**src/sv/dalt_pkg.sv**
```systemverilog
// Shared constants, flag struct and arctangent table for the altimeter fusion core.
package dalt_pkg;

	localparam int SHARE_BITS    = 16;
	localparam int LIMIT_BITS    = 24;
	localparam int BASE_BITS     = 24;
	localparam int FRAC_BITS     = 16;
	localparam int ZW            = 32;
	localparam int ATAN_COUNT    = 24;
	localparam int SLOPE_BITS    = 15;
	localparam int SLOPE_LIMIT   = 9000;
	localparam int ROUND_HALF    = 32768;

	localparam int CFG_IDX_BITS  = 2;
	localparam int CFG_DATA_BITS = 24;
	localparam logic [CFG_IDX_BITS-1:0] CFG_LIDAR_SHARE     = 2'd0;
	localparam logic [CFG_IDX_BITS-1:0] CFG_DISAGREE_LIMIT  = 2'd1;
	localparam logic [CFG_IDX_BITS-1:0] CFG_SLOPE_BASE      = 2'd2;

	localparam logic [SHARE_BITS-1:0] SHARE_RESET = 16'd65373;
	localparam logic [LIMIT_BITS-1:0] LIMIT_RESET = 24'd5000;
	localparam logic [BASE_BITS-1:0]  BASE_RESET  = 24'd10000;

	localparam logic [2:0] SRC_BLEND          = 3'd0;
	localparam logic [2:0] SRC_LIDAR_DISAGREE = 3'd1;
	localparam logic [2:0] SRC_LIDAR_ONLY     = 3'd2;
	localparam logic [2:0] SRC_RADAR_ONLY     = 3'd3;
	localparam logic [2:0] SRC_HELD           = 3'd4;

	typedef struct packed {
		logic       lidar_used;
		logic       radar_used;
		logic [2:0] src;
		logic       base_zero;
		logic       dy_pos;
		logic       dy_neg;
	} flags_t;

	// arctangent of 2^-i in centidegrees scaled by 2^16, rounded
	function automatic logic signed [ZW-1:0] atan_of(input int idx);
		logic signed [ZW-1:0] v;
		case (idx)
			0:       v = 32'sd294912000;
			1:       v = 32'sd174096719;
			2:       v = 32'sd91987925;
			3:       v = 32'sd46694507;
			4:       v = 32'sd23437865;
			5:       v = 32'sd11730358;
			6:       v = 32'sd5866610;
			7:       v = 32'sd2933484;
			8:       v = 32'sd1466764;
			9:       v = 32'sd733385;
			10:      v = 32'sd366693;
			11:      v = 32'sd183346;
			12:      v = 32'sd91673;
			13:      v = 32'sd45837;
			14:      v = 32'sd22918;
			15:      v = 32'sd11459;
			16:      v = 32'sd5730;
			17:      v = 32'sd2865;
			18:      v = 32'sd1432;
			19:      v = 32'sd716;
			20:      v = 32'sd358;
			21:      v = 32'sd179;
			22:      v = 32'sd90;
			23:      v = 32'sd45;
			default: v = '0;
		endcase
		return v;
	endfunction

endpackage

```
**src/sv/dalt_slope_out.sv**
```systemverilog
// Angle rounding, clamping and the output register of the fusion core.
module dalt_slope_out import dalt_pkg::*; #(
	parameter int RANGE_BITS = 24,
	parameter int RATE_BITS  = 21
) (
	input  logic                          clk,
	input  logic                          arst_n,
	input  logic                          in_valid,
	output logic                          in_ready,
	input  logic signed [ZW-1:0]          z_in,
	input  flags_t                        flags_in,
	input  logic [RANGE_BITS-1:0]         height_in,
	input  logic signed [RATE_BITS-1:0]   rate_in,
	output logic                          out_valid,
	input  logic                          out_ready,
	output logic [RANGE_BITS-1:0]         height_mm,
	output logic signed [RATE_BITS-1:0]   vert_rate,
	output logic signed [SLOPE_BITS-1:0]  slope_centideg,
	output flags_t                        flags_out
);

	localparam int RW = ZW - FRAC_BITS;

	logic signed [ZW-1:0]         z_rnd;
	logic signed [RW-1:0]         r_deg;
	logic signed [SLOPE_BITS-1:0] slope_nx;
	logic                         v_q;

	assign z_rnd = z_in + $signed(ZW'(ROUND_HALF));
	assign r_deg = z_rnd[ZW-1:FRAC_BITS];

	always_comb begin
		priority if (flags_in.base_zero) begin
			// vertical reference: straight up, straight down or flat
			if (flags_in.dy_pos) begin
				slope_nx = SLOPE_BITS'(SLOPE_LIMIT);
			end else if (flags_in.dy_neg) begin
				slope_nx = -$signed(SLOPE_BITS'(SLOPE_LIMIT));
			end else begin
				slope_nx = '0;
			end
		end else if (r_deg > $signed(RW'(SLOPE_LIMIT))) begin
			slope_nx = SLOPE_BITS'(SLOPE_LIMIT);
		end else if (r_deg < -$signed(RW'(SLOPE_LIMIT))) begin
			slope_nx = -$signed(SLOPE_BITS'(SLOPE_LIMIT));
		end else begin
			slope_nx = r_deg[SLOPE_BITS-1:0];
		end
	end

	assign in_ready  = !v_q || out_ready;
	assign out_valid = v_q;

	always_ff @(posedge clk or negedge arst_n) begin
		if (!arst_n) begin
			v_q <= 1'b0;
		end else if (in_ready) begin
			v_q <= in_valid;
		end
	end

	always_ff @(posedge clk) begin
		if (in_ready && in_valid) begin
			height_mm      <= height_in;
			vert_rate      <= rate_in;
			slope_centideg <= slope_nx;
			flags_out      <= flags_in;
		end
	end

endmodule

```
**config.mk**
```make
export PLATFORM = sky130hd
export DESIGN_NAME = dalt_slope_out
export DESIGN_NICKNAME = d
export VERILOG_FILES = /design/src/sv/dalt_pkg.sv /design/src/sv/dalt_slope_out.sv
export SDC_FILE = /design/constraint.sdc
export NUM_CORES = 1
export LEC_CHECK = 0
export BUFFER_PORTS_ARGS = -buffer_cell sky130_fd_sc_hd__buf_2
export CAP_MARGIN = 15
export CORE_ASPECT_RATIO = 0.9
export CORE_MARGIN = 2
export CORE_UTILIZATION = 41
export DETAILED_ROUTE_END_ITERATION = 10
export GPL_TIMING_DRIVEN = 1
export PLACE_DENSITY_LB_ADDON = 0.3
export RECOVER_POWER = 50
export SYNTH_ARGS = -nofsm -noshare
export SYNTH_HDL_FRONTEND = slang
export SYNTH_SLANG_ARGS = --single-unit
```
**constraint.sdc**
```tcl
create_clock -name clk -period 2.5 [get_ports clk]
set_clock_uncertainty 0.15 [all_clocks]
set_input_delay 0 -clock clk [delete_from_list [all_inputs] [get_ports clk]]
set_output_delay 0 -clock clk [all_outputs]
set_load 0.005 [all_outputs]
```
==> summary.md <==
| Metric | Value |
|---|---|
| Largest net degree at the start of global routing | 49 |
| WS Path Type | in2reg |
| Setup TNS | 0 ns |
| Placed insts | 450 |
| TritonCTS clock tree | built |
| Synth async-reset ratio | 1.45% |
| Commonest cells post-synth | edfxtp_1 (68), nand2_1 (9), xnor2_1 (8) |
| Final net count | 512 |
| Worst Path Arrival | 2.00 ns |
| Ys flop type | edfxtp_1 |
| Row count | 30 |
| Clock power share | 33.1% |
| Sink Count | 69 |
| Synth Register Bits | 69 |
| Syn Std Cell Area | 3110 um^2 |
| Via count | 2631 |
| Average wire per standard cell | 16.3 um |
| Root Driver | clkbuf_8 |
| Crit path launch type | input pin |
| Clk_lat worst skew | 0.33 ns |
| Io pins | 159 |
| Number of port buffers | 143 |
| Max incr delay on CP | 0.35 ns |
| Antenna violations before repair | 0 |
| Count leader, synth | edfxtp_1 |
| Die area | 8310 um^2 |
| Period utilisation layout | 83.5% |
| Iter 0 DRT Violations | 127 |
| Layout cells sized above 1 | 32.8% |
| Post-CTS sizing | 0 |
| Area after DPL | 3960 um^2 |
| Post-synth EDFFs | 68 |
| Crit end category | flop |
| Sw power | 0.000620 W |
| Sequential Power Share | 52.3% |
| RD Place Congestion | 0.852 |
| Slew HR | 63.9% |
| Area of the multi-input gates | 953 um^2 |
| H-tree depth | 3 |
| Finished Core Util | 62.5% |
| Hold path startpoint | z_in[31] |
| Power per cell area | 562 nW/um^2 |
| GRT overflow | 0 |
| Clock slew at reported path FFs | 0.07 ns |
| Synth cell types | 56 |
| Die Wd | 95.9 um |
| Final Non-Filler Cells | 523 |
| Slew at the pin closest to its max-slew limit | 0.541 ns |
| Via/cell ratio | 5.03 |
| Die Ht | 86.7 um |
| Sequential cell area | 2070 um^2 |
| Min cycle time layout | 2.09 ns |
| Leak pwr | 1.81 nW |
| Combinational fraction of design power | 14.6% |
| Initial Util | 41.7% |
| Max-slew violations | 0 |
| Num CTS Buffers | 9 |
| Worst EP required | 2.41 ns |
| Dominant cells by area after synthesis | edfxtp_1 (66%), xnor2_1 (2.2%), xor2_1 (1.7%) |
| Yosys warning total | 0 |
| Area growth syn-to-layout | 49.9% |
| Min-delay worst type | in2reg |
| Post-synth top area share | 65.6% |
| Core ar. | 7470 um^2 |
| First-pass GRT wire length | 12200 um |
| Mapped Nets | 303 |
| Overall routed net length | 8520 um |
| Critical-path cell list | buf_2 > ha_1 > nand3_2 > nor3_1 > a31o_2 > nand4b_1 > o31a_1 > o21ai_2 > buf_4 > a31oi_1 |
| Internal Power | 0.00200 W |
| Yosys top cell by area | edfxtp_1 |
| RSZ-0062 raised after global routing | false |
| Endpoints failing hold | 0 |
| Setup Viol. Count Final | 0 |
| RR Startpoint | out_valid$_DFFE_PN0N_ |
| GR Util All Layers | 19.7% |
| Antenna viol nets, final | 0 |
| Critical-path maximum fanout | 13 |
| # DRC | 0 |
| Vias in the first global route | 2501 |
| Crit-path slowest cell | nor3_1 |
| Post-synthesis cell count | 213 |
| Filler instances | 581 |
| Clock buffer depth | 2 |
| Status | finished, final reports clean |
| First drt pass iteration count | 4 |
| VDD IR max | 0.251 mV |
| Final HPWL DP | 5490 um |
| Fmax | 479 MHz |
| Final Instance Area | 4670 um^2 |
| Mean area per synthesized cell | 14.6 um^2 |
| Worst setup path startpoint | z_in[15] |
| Max-cap violations | 0 |
| Diode count | 0 |
| Sequential area share after synthesis | 66.4% |
| Switching Fraction | 23.6% |
[per-layer routing]
layer / vias up / routed length, um / track usage [%]
met4: 0 / 216 / 8.44
met1: 1251 / 3460 / 23.2
met2: 113 / 4290 / 34.7
met5: - / 0 / 0
li1: 1249 / - / -
met3: 18 / 545 / 4.00
[registers in the layout, summed over array words and instances, names as in the netlist]
register        flops
slope_centideg     15
flags_out           8
out_valid           1
height_mm          24
vert_rate          21
[final cells by class]
class	instances	area share (%)
clock buffers	10	2.73
clock inverters	6	1.34
inverters	1	0.0804
multi-input cells	129	20.4
flip-flops and latches	69	44.3
well taps	96	2.57
repair buffers	212	28.6
[path summary, 6_finish.rpt]
kind,to,slack (ns),cells past startpoint
setup / recovery,slope_centideg[9]$_DFFE_PP_,0.41,10
hold / removal,slope_centideg[14]$_DFFE_PP_,0.05,3
setup reg to reg,slope_centideg[7]$_DFFE_PP_,0.67,3
hold reg to reg,height_mm[4]$_DFFE_PP_,0.91,2
max in group asynchronous,out_valid$_DFFE_PN0N_,1.75,3
min in group asynchronous,out_valid$_DFFE_PN0N_,0.35,3
[layout by cell type (no fill, tap or decap), types with 5 or more instances in the layout]
cell	n
nand2_1	9
buf_2	98
a21oi_1	7
edfxtp_1	68
xor2_1	6
a31o_1	5
xnor2_1	8
nand2b_1	7
buf_4	11
nand3_1	6
nor3_1	6
nor2_1	7
clkbuf_1	45
clkbuf_8	9
dlygate4sd3_1	57
o21ai_0	5
[through the flow]
| step | hold WS, ns | setup WS [ns] | power (W) |
|---|---|---|---|
| 6_report | 0.0545 | 0.412 | 0.00262 |
| 5_1_grt | 0.0797 | 0.206 | 0.00274 |
| 4_1_cts | 0.0261 | 0.453 | 0.00264 |
| 3_5_place_dp | -0.374 | 0.0961 | 0.00171 |
| 3_3_place_gp | -0.375 | 0.104 | 0.00170 |
| 2_1_floorplan | -0.446 | 0.342 | 0.00154 |
[critical path, delay by kind of cell]
family | cells | cell delay (ns)
buf+inv | 2 | 0.28
simple gates | 3 | 0.77
compound gates | 4 | 0.76
fa+ha+maj | 1 | 0.19
[power by group through the flow]
stage / sequential [W] / clock, W / combinational [W]
finish: 0.00137 / 0.000869 / 0.000384
global route: 0.00138 / 0.000944 / 0.000418
CTS: 0.00137 / 0.000881 / 0.000390
detailed placement: 0.00139 / 0 / 0.000316
global placement: 0.00139 / 0 / 0.000311
floorplan: 0.00140 / 0 / 0.000140
[cell families (layout without fill, tap and decap cells)]
logic type / after synthesis / in the layout / share of synthesized area (%)
xor+xnor: 15 / 15 / 4.46
simple gates: 71 / 71 / 15.3
fa+ha+maj: 1 / 1 / 0.402
flops: 69 / 69 / 66.4
compound gates: 42 / 42 / 10.4
buf+inv: 15 / 229 / 3.05
[timing repair]
action | CTS | global route
hold endpoints to repair | 61 | 0
endpoints found under the setup margin | 0 | 0
buffers inserted | 0 | 0
hold buffers | 57 | 0
Power figures use the tool's default switching activity.
