**src/sv/dalt_pkg.sv**
```systemverilog
// Shared constants, flag struct and arctangent table for the altimeter fusion core.
package dalt_pkg;

	localparam int SHARE_BITS    = 16;
	localparam int LIMIT_BITS    = 24;
	localparam int BASE_BITS     = 24;
	localparam int FRAC_BITS     = 16;
	localparam int ZW            = 32;
	localparam int ATAN_COUNT    = 24;
	localparam int SLOPE_BITS    = 15;
	localparam int SLOPE_LIMIT   = 9000;
	localparam int ROUND_HALF    = 32768;

	localparam int CFG_IDX_BITS  = 2;
	localparam int CFG_DATA_BITS = 24;
	localparam logic [CFG_IDX_BITS-1:0] CFG_LIDAR_SHARE     = 2'd0;
	localparam logic [CFG_IDX_BITS-1:0] CFG_DISAGREE_LIMIT  = 2'd1;
	localparam logic [CFG_IDX_BITS-1:0] CFG_SLOPE_BASE      = 2'd2;

	localparam logic [SHARE_BITS-1:0] SHARE_RESET = 16'd65373;
	localparam logic [LIMIT_BITS-1:0] LIMIT_RESET = 24'd5000;
	localparam logic [BASE_BITS-1:0]  BASE_RESET  = 24'd10000;

	localparam logic [2:0] SRC_BLEND          = 3'd0;
	localparam logic [2:0] SRC_LIDAR_DISAGREE = 3'd1;
	localparam logic [2:0] SRC_LIDAR_ONLY     = 3'd2;
	localparam logic [2:0] SRC_RADAR_ONLY     = 3'd3;
	localparam logic [2:0] SRC_HELD           = 3'd4;

	typedef struct packed {
		logic       lidar_used;
		logic       radar_used;
		logic [2:0] src;
		logic       base_zero;
		logic       dy_pos;
		logic       dy_neg;
	} flags_t;

	// arctangent of 2^-i in centidegrees scaled by 2^16, rounded
	function automatic logic signed [ZW-1:0] atan_of(input int idx);
		logic signed [ZW-1:0] v;
		case (idx)
			0:       v = 32'sd294912000;
			1:       v = 32'sd174096719;
			2:       v = 32'sd91987925;
			3:       v = 32'sd46694507;
			4:       v = 32'sd23437865;
			5:       v = 32'sd11730358;
			6:       v = 32'sd5866610;
			7:       v = 32'sd2933484;
			8:       v = 32'sd1466764;
			9:       v = 32'sd733385;
			10:      v = 32'sd366693;
			11:      v = 32'sd183346;
			12:      v = 32'sd91673;
			13:      v = 32'sd45837;
			14:      v = 32'sd22918;
			15:      v = 32'sd11459;
			16:      v = 32'sd5730;
			17:      v = 32'sd2865;
			18:      v = 32'sd1432;
			19:      v = 32'sd716;
			20:      v = 32'sd358;
			21:      v = 32'sd179;
			22:      v = 32'sd90;
			23:      v = 32'sd45;
			default: v = '0;
		endcase
		return v;
	endfunction

endpackage

```
**src/sv/dalt_blend.sv**
```systemverilog
// Two-stage source selection and Q0.16 blend of lidar and radar readings; holds last height.
module dalt_blend import dalt_pkg::*; #(
	parameter int RANGE_BITS = 24,
	parameter int RATE_BITS  = 21
) (
	input  logic                         clk,
	input  logic                         arst_n,
	input  logic                         in_valid,
	output logic                         in_ready,
	input  logic [RANGE_BITS-1:0]        lidar_range_mm,
	input  logic signed [RATE_BITS-1:0]  lidar_rate,
	input  logic                         lidar_good,
	input  logic [RANGE_BITS-1:0]        radar_range_mm,
	input  logic signed [RATE_BITS-1:0]  radar_rate,
	input  logic                         radar_good,
	input  logic [SHARE_BITS-1:0]        lidar_share,
	input  logic [LIMIT_BITS-1:0]        disagree_limit_mm,
	output logic                         out_valid,
	input  logic                         out_ready,
	output logic [RANGE_BITS-1:0]        height_mm,
	output logic signed [RATE_BITS-1:0]  vert_rate,
	output logic [RANGE_BITS-1:0]        prev_height,
	output flags_t                       flags
);

	localparam int DW = (RANGE_BITS > LIMIT_BITS ? RANGE_BITS : LIMIT_BITS) + 1;
	localparam int HPW = RANGE_BITS + SHARE_BITS + 2;
	localparam int RPW = RATE_BITS + SHARE_BITS + 2;

	// stage 1: difference, disagreement test, products
	logic signed [RANGE_BITS:0]   hdiff;
	logic [RANGE_BITS:0]          hmag;
	logic                         disagree;
	logic signed [RATE_BITS:0]    rdiff;
	logic signed [HPW-1:0]        prod_h;
	logic signed [RPW-1:0]        prod_r;

	assign hdiff    = $signed({1'b0, lidar_range_mm}) - $signed({1'b0, radar_range_mm});
	assign hmag     = hdiff[RANGE_BITS] ? $unsigned(-hdiff) : $unsigned(hdiff);
	assign disagree = DW'(hmag) > DW'(disagree_limit_mm);
	assign rdiff    = {lidar_rate[RATE_BITS-1], lidar_rate}
		- {radar_rate[RATE_BITS-1], radar_rate};
	assign prod_h   = $signed({1'b0, lidar_share}) * hdiff;
	assign prod_r   = $signed({1'b0, lidar_share}) * rdiff;

	logic                         v_s1;
	logic                         rdy_s1;
	logic [RANGE_BITS-1:0]        lr_s1, rr_s1;
	logic signed [RATE_BITS-1:0]  lrate_s1, rrate_s1;
	logic                         lok_s1, rok_s1, disagree_s1;
	logic signed [HPW-1:0]        prod_h_s1;
	logic signed [RPW-1:0]        prod_r_s1;

	logic                         v_s2;
	logic                         rdy_s2;

	assign rdy_s2   = !v_s2 || out_ready;
	assign rdy_s1   = !v_s1 || rdy_s2;
	assign in_ready = rdy_s1;

	always_ff @(posedge clk or negedge arst_n) begin
		if (!arst_n) begin
			v_s1 <= 1'b0;
		end else if (rdy_s1) begin
			v_s1 <= in_valid;
		end
	end

	always_ff @(posedge clk) begin
		if (rdy_s1 && in_valid) begin
			lr_s1       <= lidar_range_mm;
			rr_s1       <= radar_range_mm;
			lrate_s1    <= lidar_rate;
			rrate_s1    <= radar_rate;
			lok_s1      <= lidar_good;
			rok_s1      <= radar_good;
			disagree_s1 <= disagree;
			prod_h_s1   <= prod_h;
			prod_r_s1   <= prod_r;
		end
	end

	// stage 2: round, add to radar, select source
	logic signed [HPW-1:0]        sum_h;
	logic signed [RPW-1:0]        sum_r;
	logic signed [RANGE_BITS+1:0] blend_h;
	logic signed [RATE_BITS+1:0]  blend_r;
	logic [RANGE_BITS-1:0]        h_sel;
	logic signed [RATE_BITS-1:0]  r_sel;
	logic [2:0]                   src_sel;
	logic [RANGE_BITS-1:0]        last_height_q;

	assign sum_h   = prod_h_s1 + $signed(HPW'(ROUND_HALF));
	assign sum_r   = prod_r_s1 + $signed(RPW'(ROUND_HALF));
	assign blend_h = $signed({2'b00, rr_s1}) + $signed(sum_h[HPW-1:FRAC_BITS]);
	assign blend_r = $signed({{2{rrate_s1[RATE_BITS-1]}}, rrate_s1})
		+ $signed(sum_r[RPW-1:FRAC_BITS]);

	always_comb begin
		priority if (lok_s1 && rok_s1 && disagree_s1) begin
			h_sel   = lr_s1;
			r_sel   = lrate_s1;
			src_sel = SRC_LIDAR_DISAGREE;
		end else if (lok_s1 && rok_s1) begin
			h_sel   = blend_h[RANGE_BITS-1:0];
			r_sel   = blend_r[RATE_BITS-1:0];
			src_sel = SRC_BLEND;
		end else if (lok_s1) begin
			h_sel   = lr_s1;
			r_sel   = lrate_s1;
			src_sel = SRC_LIDAR_ONLY;
		end else if (rok_s1) begin
			h_sel   = rr_s1;
			r_sel   = rrate_s1;
			src_sel = SRC_RADAR_ONLY;
		end else begin
			h_sel   = last_height_q;
			r_sel   = '0;
			src_sel = SRC_HELD;
		end
	end

	always_ff @(posedge clk or negedge arst_n) begin
		if (!arst_n) begin
			v_s2          <= 1'b0;
			last_height_q <= '0;
		end else if (rdy_s2) begin
			v_s2 <= v_s1;
			if (v_s1) begin
				last_height_q <= h_sel;
			end
		end
	end

	always_ff @(posedge clk) begin
		if (rdy_s2 && v_s1) begin
			height_mm        <= h_sel;
			vert_rate        <= r_sel;
			prev_height      <= last_height_q;
			flags.lidar_used <= lok_s1;
			flags.radar_used <= rok_s1;
			flags.src        <= src_sel;
			// slope-related flags are filled in downstream
			flags.base_zero  <= 1'b0;
			flags.dy_pos     <= 1'b0;
			flags.dy_neg     <= 1'b0;
		end
	end

	assign out_valid = v_s2;

endmodule

```
**config.mk**
```make
export PLATFORM = sky130hd
export DESIGN_NAME = dalt_blend
export DESIGN_NICKNAME = d
export VERILOG_FILES = /design/src/sv/dalt_pkg.sv /design/src/sv/dalt_blend.sv
export SDC_FILE = /design/constraint.sdc
export NUM_CORES = 2
export LEC_CHECK = 0
export BUFFER_PORTS_ARGS = -buffer_cell sky130_fd_sc_hd__buf_2
export CORE_UTILIZATION = 55
export DETAILED_ROUTE_END_ITERATION = 7
export PLACE_DENSITY_LB_ADDON = 0.08
export SKIP_CTS_REPAIR_TIMING = 1
export SLEW_MARGIN = 15
export SYNTH_ARGS = -nofsm -noshare
export SYNTH_HDL_FRONTEND = slang
export SYNTH_SLANG_ARGS = --single-unit
```
**constraint.sdc**
```tcl
create_clock -name clk -period 5.92 [get_ports clk]
set_input_delay 0.888 -clock clk [delete_from_list [all_inputs] [get_ports clk]]
set_output_delay 0.888 -clock clk [all_outputs]
set_load 0.005 [all_outputs]
```
==> impl_metrics.yaml <==
layout:
  nFillCells: 5853
  drive_gt1_share_pct: 23.4
  syn2layout_area_growth_pct: 22.9
  layout_commonest_cell: "inv_1"
  fin_util_pct: 68.2
  fin_nets: 6084
  mostFrequentLayoutCells: "inv_1, fa_1, buf_4"
routing:
  vias_per_cell: 5.32
  wl_um: 109000
  first_pass_iters: 6
  vias: 31400
  routedWlPerCell_um: 18.4
  ant_nets: 0
  drtIter0Drc: 2028
  post-route-drc-count: 0
floorplan:
  core_mm2: 0.0728
  dieArea_mm2: 0.0747
  io_pins: 215
  initial_utilization_pct: 55.6
  die_h_um: 273
  die_w_um: 273
  core.rowCount: 99
clocking:
  cts_buffer_depth: 3
  clk_pin_slew_ns: 0.06
  htree_levels: 1
  cts.sinks: 240
  root_buffer: "clkbuf_16"
  cts_buffers: 24
  tritoncts: "built"
  clkLatencyLatePin_ns: 0.56
global_route:
  grt_usage_pct: 29.4
  grt_pass1_wl_um: 172000
  grt_pass1_vias: 32600
  grt_max_degree: 67
  grt-ovfl-total: 0
  antenna_found_initial: 2
yosys:
  yosysTopAreaCellShare_pct: 35.4
  yosysTopAreaCell: "fa_1"
  syn-cell-area_mm2: 0.0405
  syn_avg_cell_area_um2: 9.50
  ys_types: 78
  synth_area_leaders: "fa_1, edfxtp_1, ha_1, inv_1, nand2_1"
  ys_warn_count: 0
  ys_async_sr_fraction_pct: 10.8
  synthFlopType: "edfxtp_1"
  synth_seq_cells: 240
  synth-edff-count: 214
  yosysSeqAreaShare_pct: 17.5
  synth_cells: 4257
sta:
  fmax_mhz: 120
  layout_min_cycle_time_ns: 8.33
  drv_slew: 0
  skew_ns: 0.0289
  worst_slack_ns: -2.41
  rsz0062_at_grt: "yes"
  tightest_slew_ns: 0.886
  setup-violations-final: 47
  relSlewSlack_pct: 40.8
  hold_violations: 0
  period_share_pct: 141
critical_path:
  cp_slowest_cell: "fa_1"
  slowest_delay_ns: 0.54
  cp_max_fo: 4
  startpoint: "lidar_range_mm[0]"
  reg2reg_depth: 15
  endpoint_kind: "flop"
  critical_path_required_ns: 6.24
  crit_type: "in2reg"
  start_kind: "primary input"
  critical_path_arrival_ns: 8.65
  crit_top_cell: "fa_1"
  reg2reg_from: "prod_h_s1[15]$_DFFE_PP_"
status:
  outcome: "complete, but fails checks"
  violations: "negative setup slack"
placed_design:
  routabilityCongestion: 0.907
  portBuffers: 211
  hpwl_um: 91000
flow_run:
  cap_violations: 0
worst_hold_path:
  min_path_type: "in2async"
## Yosys cell counts, drive strengths merged, types with 21 or more instances
master / instances
o21a: 25
xor2: 77
edfxtp: 214
nand4: 21
nor2b: 50
inv: 960
dfrtp: 26
fa: 716
nor3: 31
nor2: 94
nand2b: 32
a22o: 30
o22ai: 25
nand3: 46
a21oi: 119
xnor2: 132
clkbuf: 159
and3: 35
ha: 301
a21o: 46
nand2: 511
mux2: 26
o21ai: 80
and2: 291
## per-stage QoR
step | setup slack (ns) | cell area, um^2 | cells | setup TNS, ns | hold slack (ns)
after global routing | -2.70 | 49700 | 5908 | -99.58 | 0.386
after floorplan | -2.39 | 41200 | 4259 | -83.07 | 0.424
final | -2.41 | 49700 | 5910 | -87.14 | 0.345
after CTS | -2.71 | 48300 | 5865 | -94.26 | 0.346
after detailed placement | -3.25 | 47500 | 5821 | -120.66 | 0.457
after global placement | -3.07 | 47500 | 5821 | -116.97 | 0.457
## critical path: cells and delay by family
family	cells	cell delay (ns)
AO/OA/AOI/OAI	13	2.72
XOR/XNOR	1	0.17
adder cells (fa/ha/maj)	9	3.66
buffers and inverters	8	0.60
AND/OR/NAND/NOR	5	0.63
## state kept, by name, indices dropped and copies added (netlist names)
signal and count:
prod_h_s1 25, prev_height 24, rok_s1 1, out_valid 1, v_s1 1, vert_rate 21
rrate_s1 21, lr_s1 24, last_height_q 24, height_mm 24, rr_s1 24, lok_s1 1
disagree_s1 1, lrate_s1 21, prod_r_s1 22, flags 5
## layout make-up
type                       instances  area [um^2]  area share (%)
multi-input combinational       2890        30700            61.7
timing repair buffer             815         6250            12.6
clock buffer                      29          649            1.31
sequential                       240         7080            14.2
inverter                         960         3630            7.31
tap                              959         1200            2.41
clock inverter                    15          203           0.408
antenna                            2         5.00          0.0101
## worst paths after layout
path	endpoint	slack, ns
worst min register to register	prev_height[17]$_DFFE_PP_	0.48
max in group asynchronous	v_s1$_DFFE_PN0N_	5.13
worst min-delay path	last_height_q[1]$_DFFE_PN0P_	0.34
worst max-delay path	prod_h_s1[37]$_DFFE_PP_	-2.41
min in group clk	prev_height[17]$_DFFE_PP_	0.48
worst max register to register	height_mm[22]$_DFFE_PP_	1.50
## per-layer routing
layer	track usage [%]	wire, um	vias up
met5	0	7	-
li1	-	-	14500
met3	2.48	5970	166
met1	42.1	48600	15800
met2	48.3	51400	955
met4	7.89	2860	2
## kinds of logic (layout without fill, tap and decap cells)
| kind of cell | after synthesis | after routing | synth area share, % |
|---|---|---|---|
| adder cells (fa/ha/maj) | 1017 | 1017 | 44.7 |
| other | 1 | 5 | 0.00927 |
| buffers and inverters | 1131 | 1819 | 10.5 |
| XOR/XNOR | 209 | 210 | 4.52 |
| AO/OA/AOI/OAI | 465 | 466 | 7.68 |
| multiplexers | 34 | 34 | 0.922 |
| flip-flops | 240 | 240 | 17.5 |
| AND/OR/NAND/NOR | 1160 | 1160 | 14.1 |
Power is left out: the tool's default activity adds up to more than one toggle a clock period on the data nets, which glitch-free logic cannot reach.
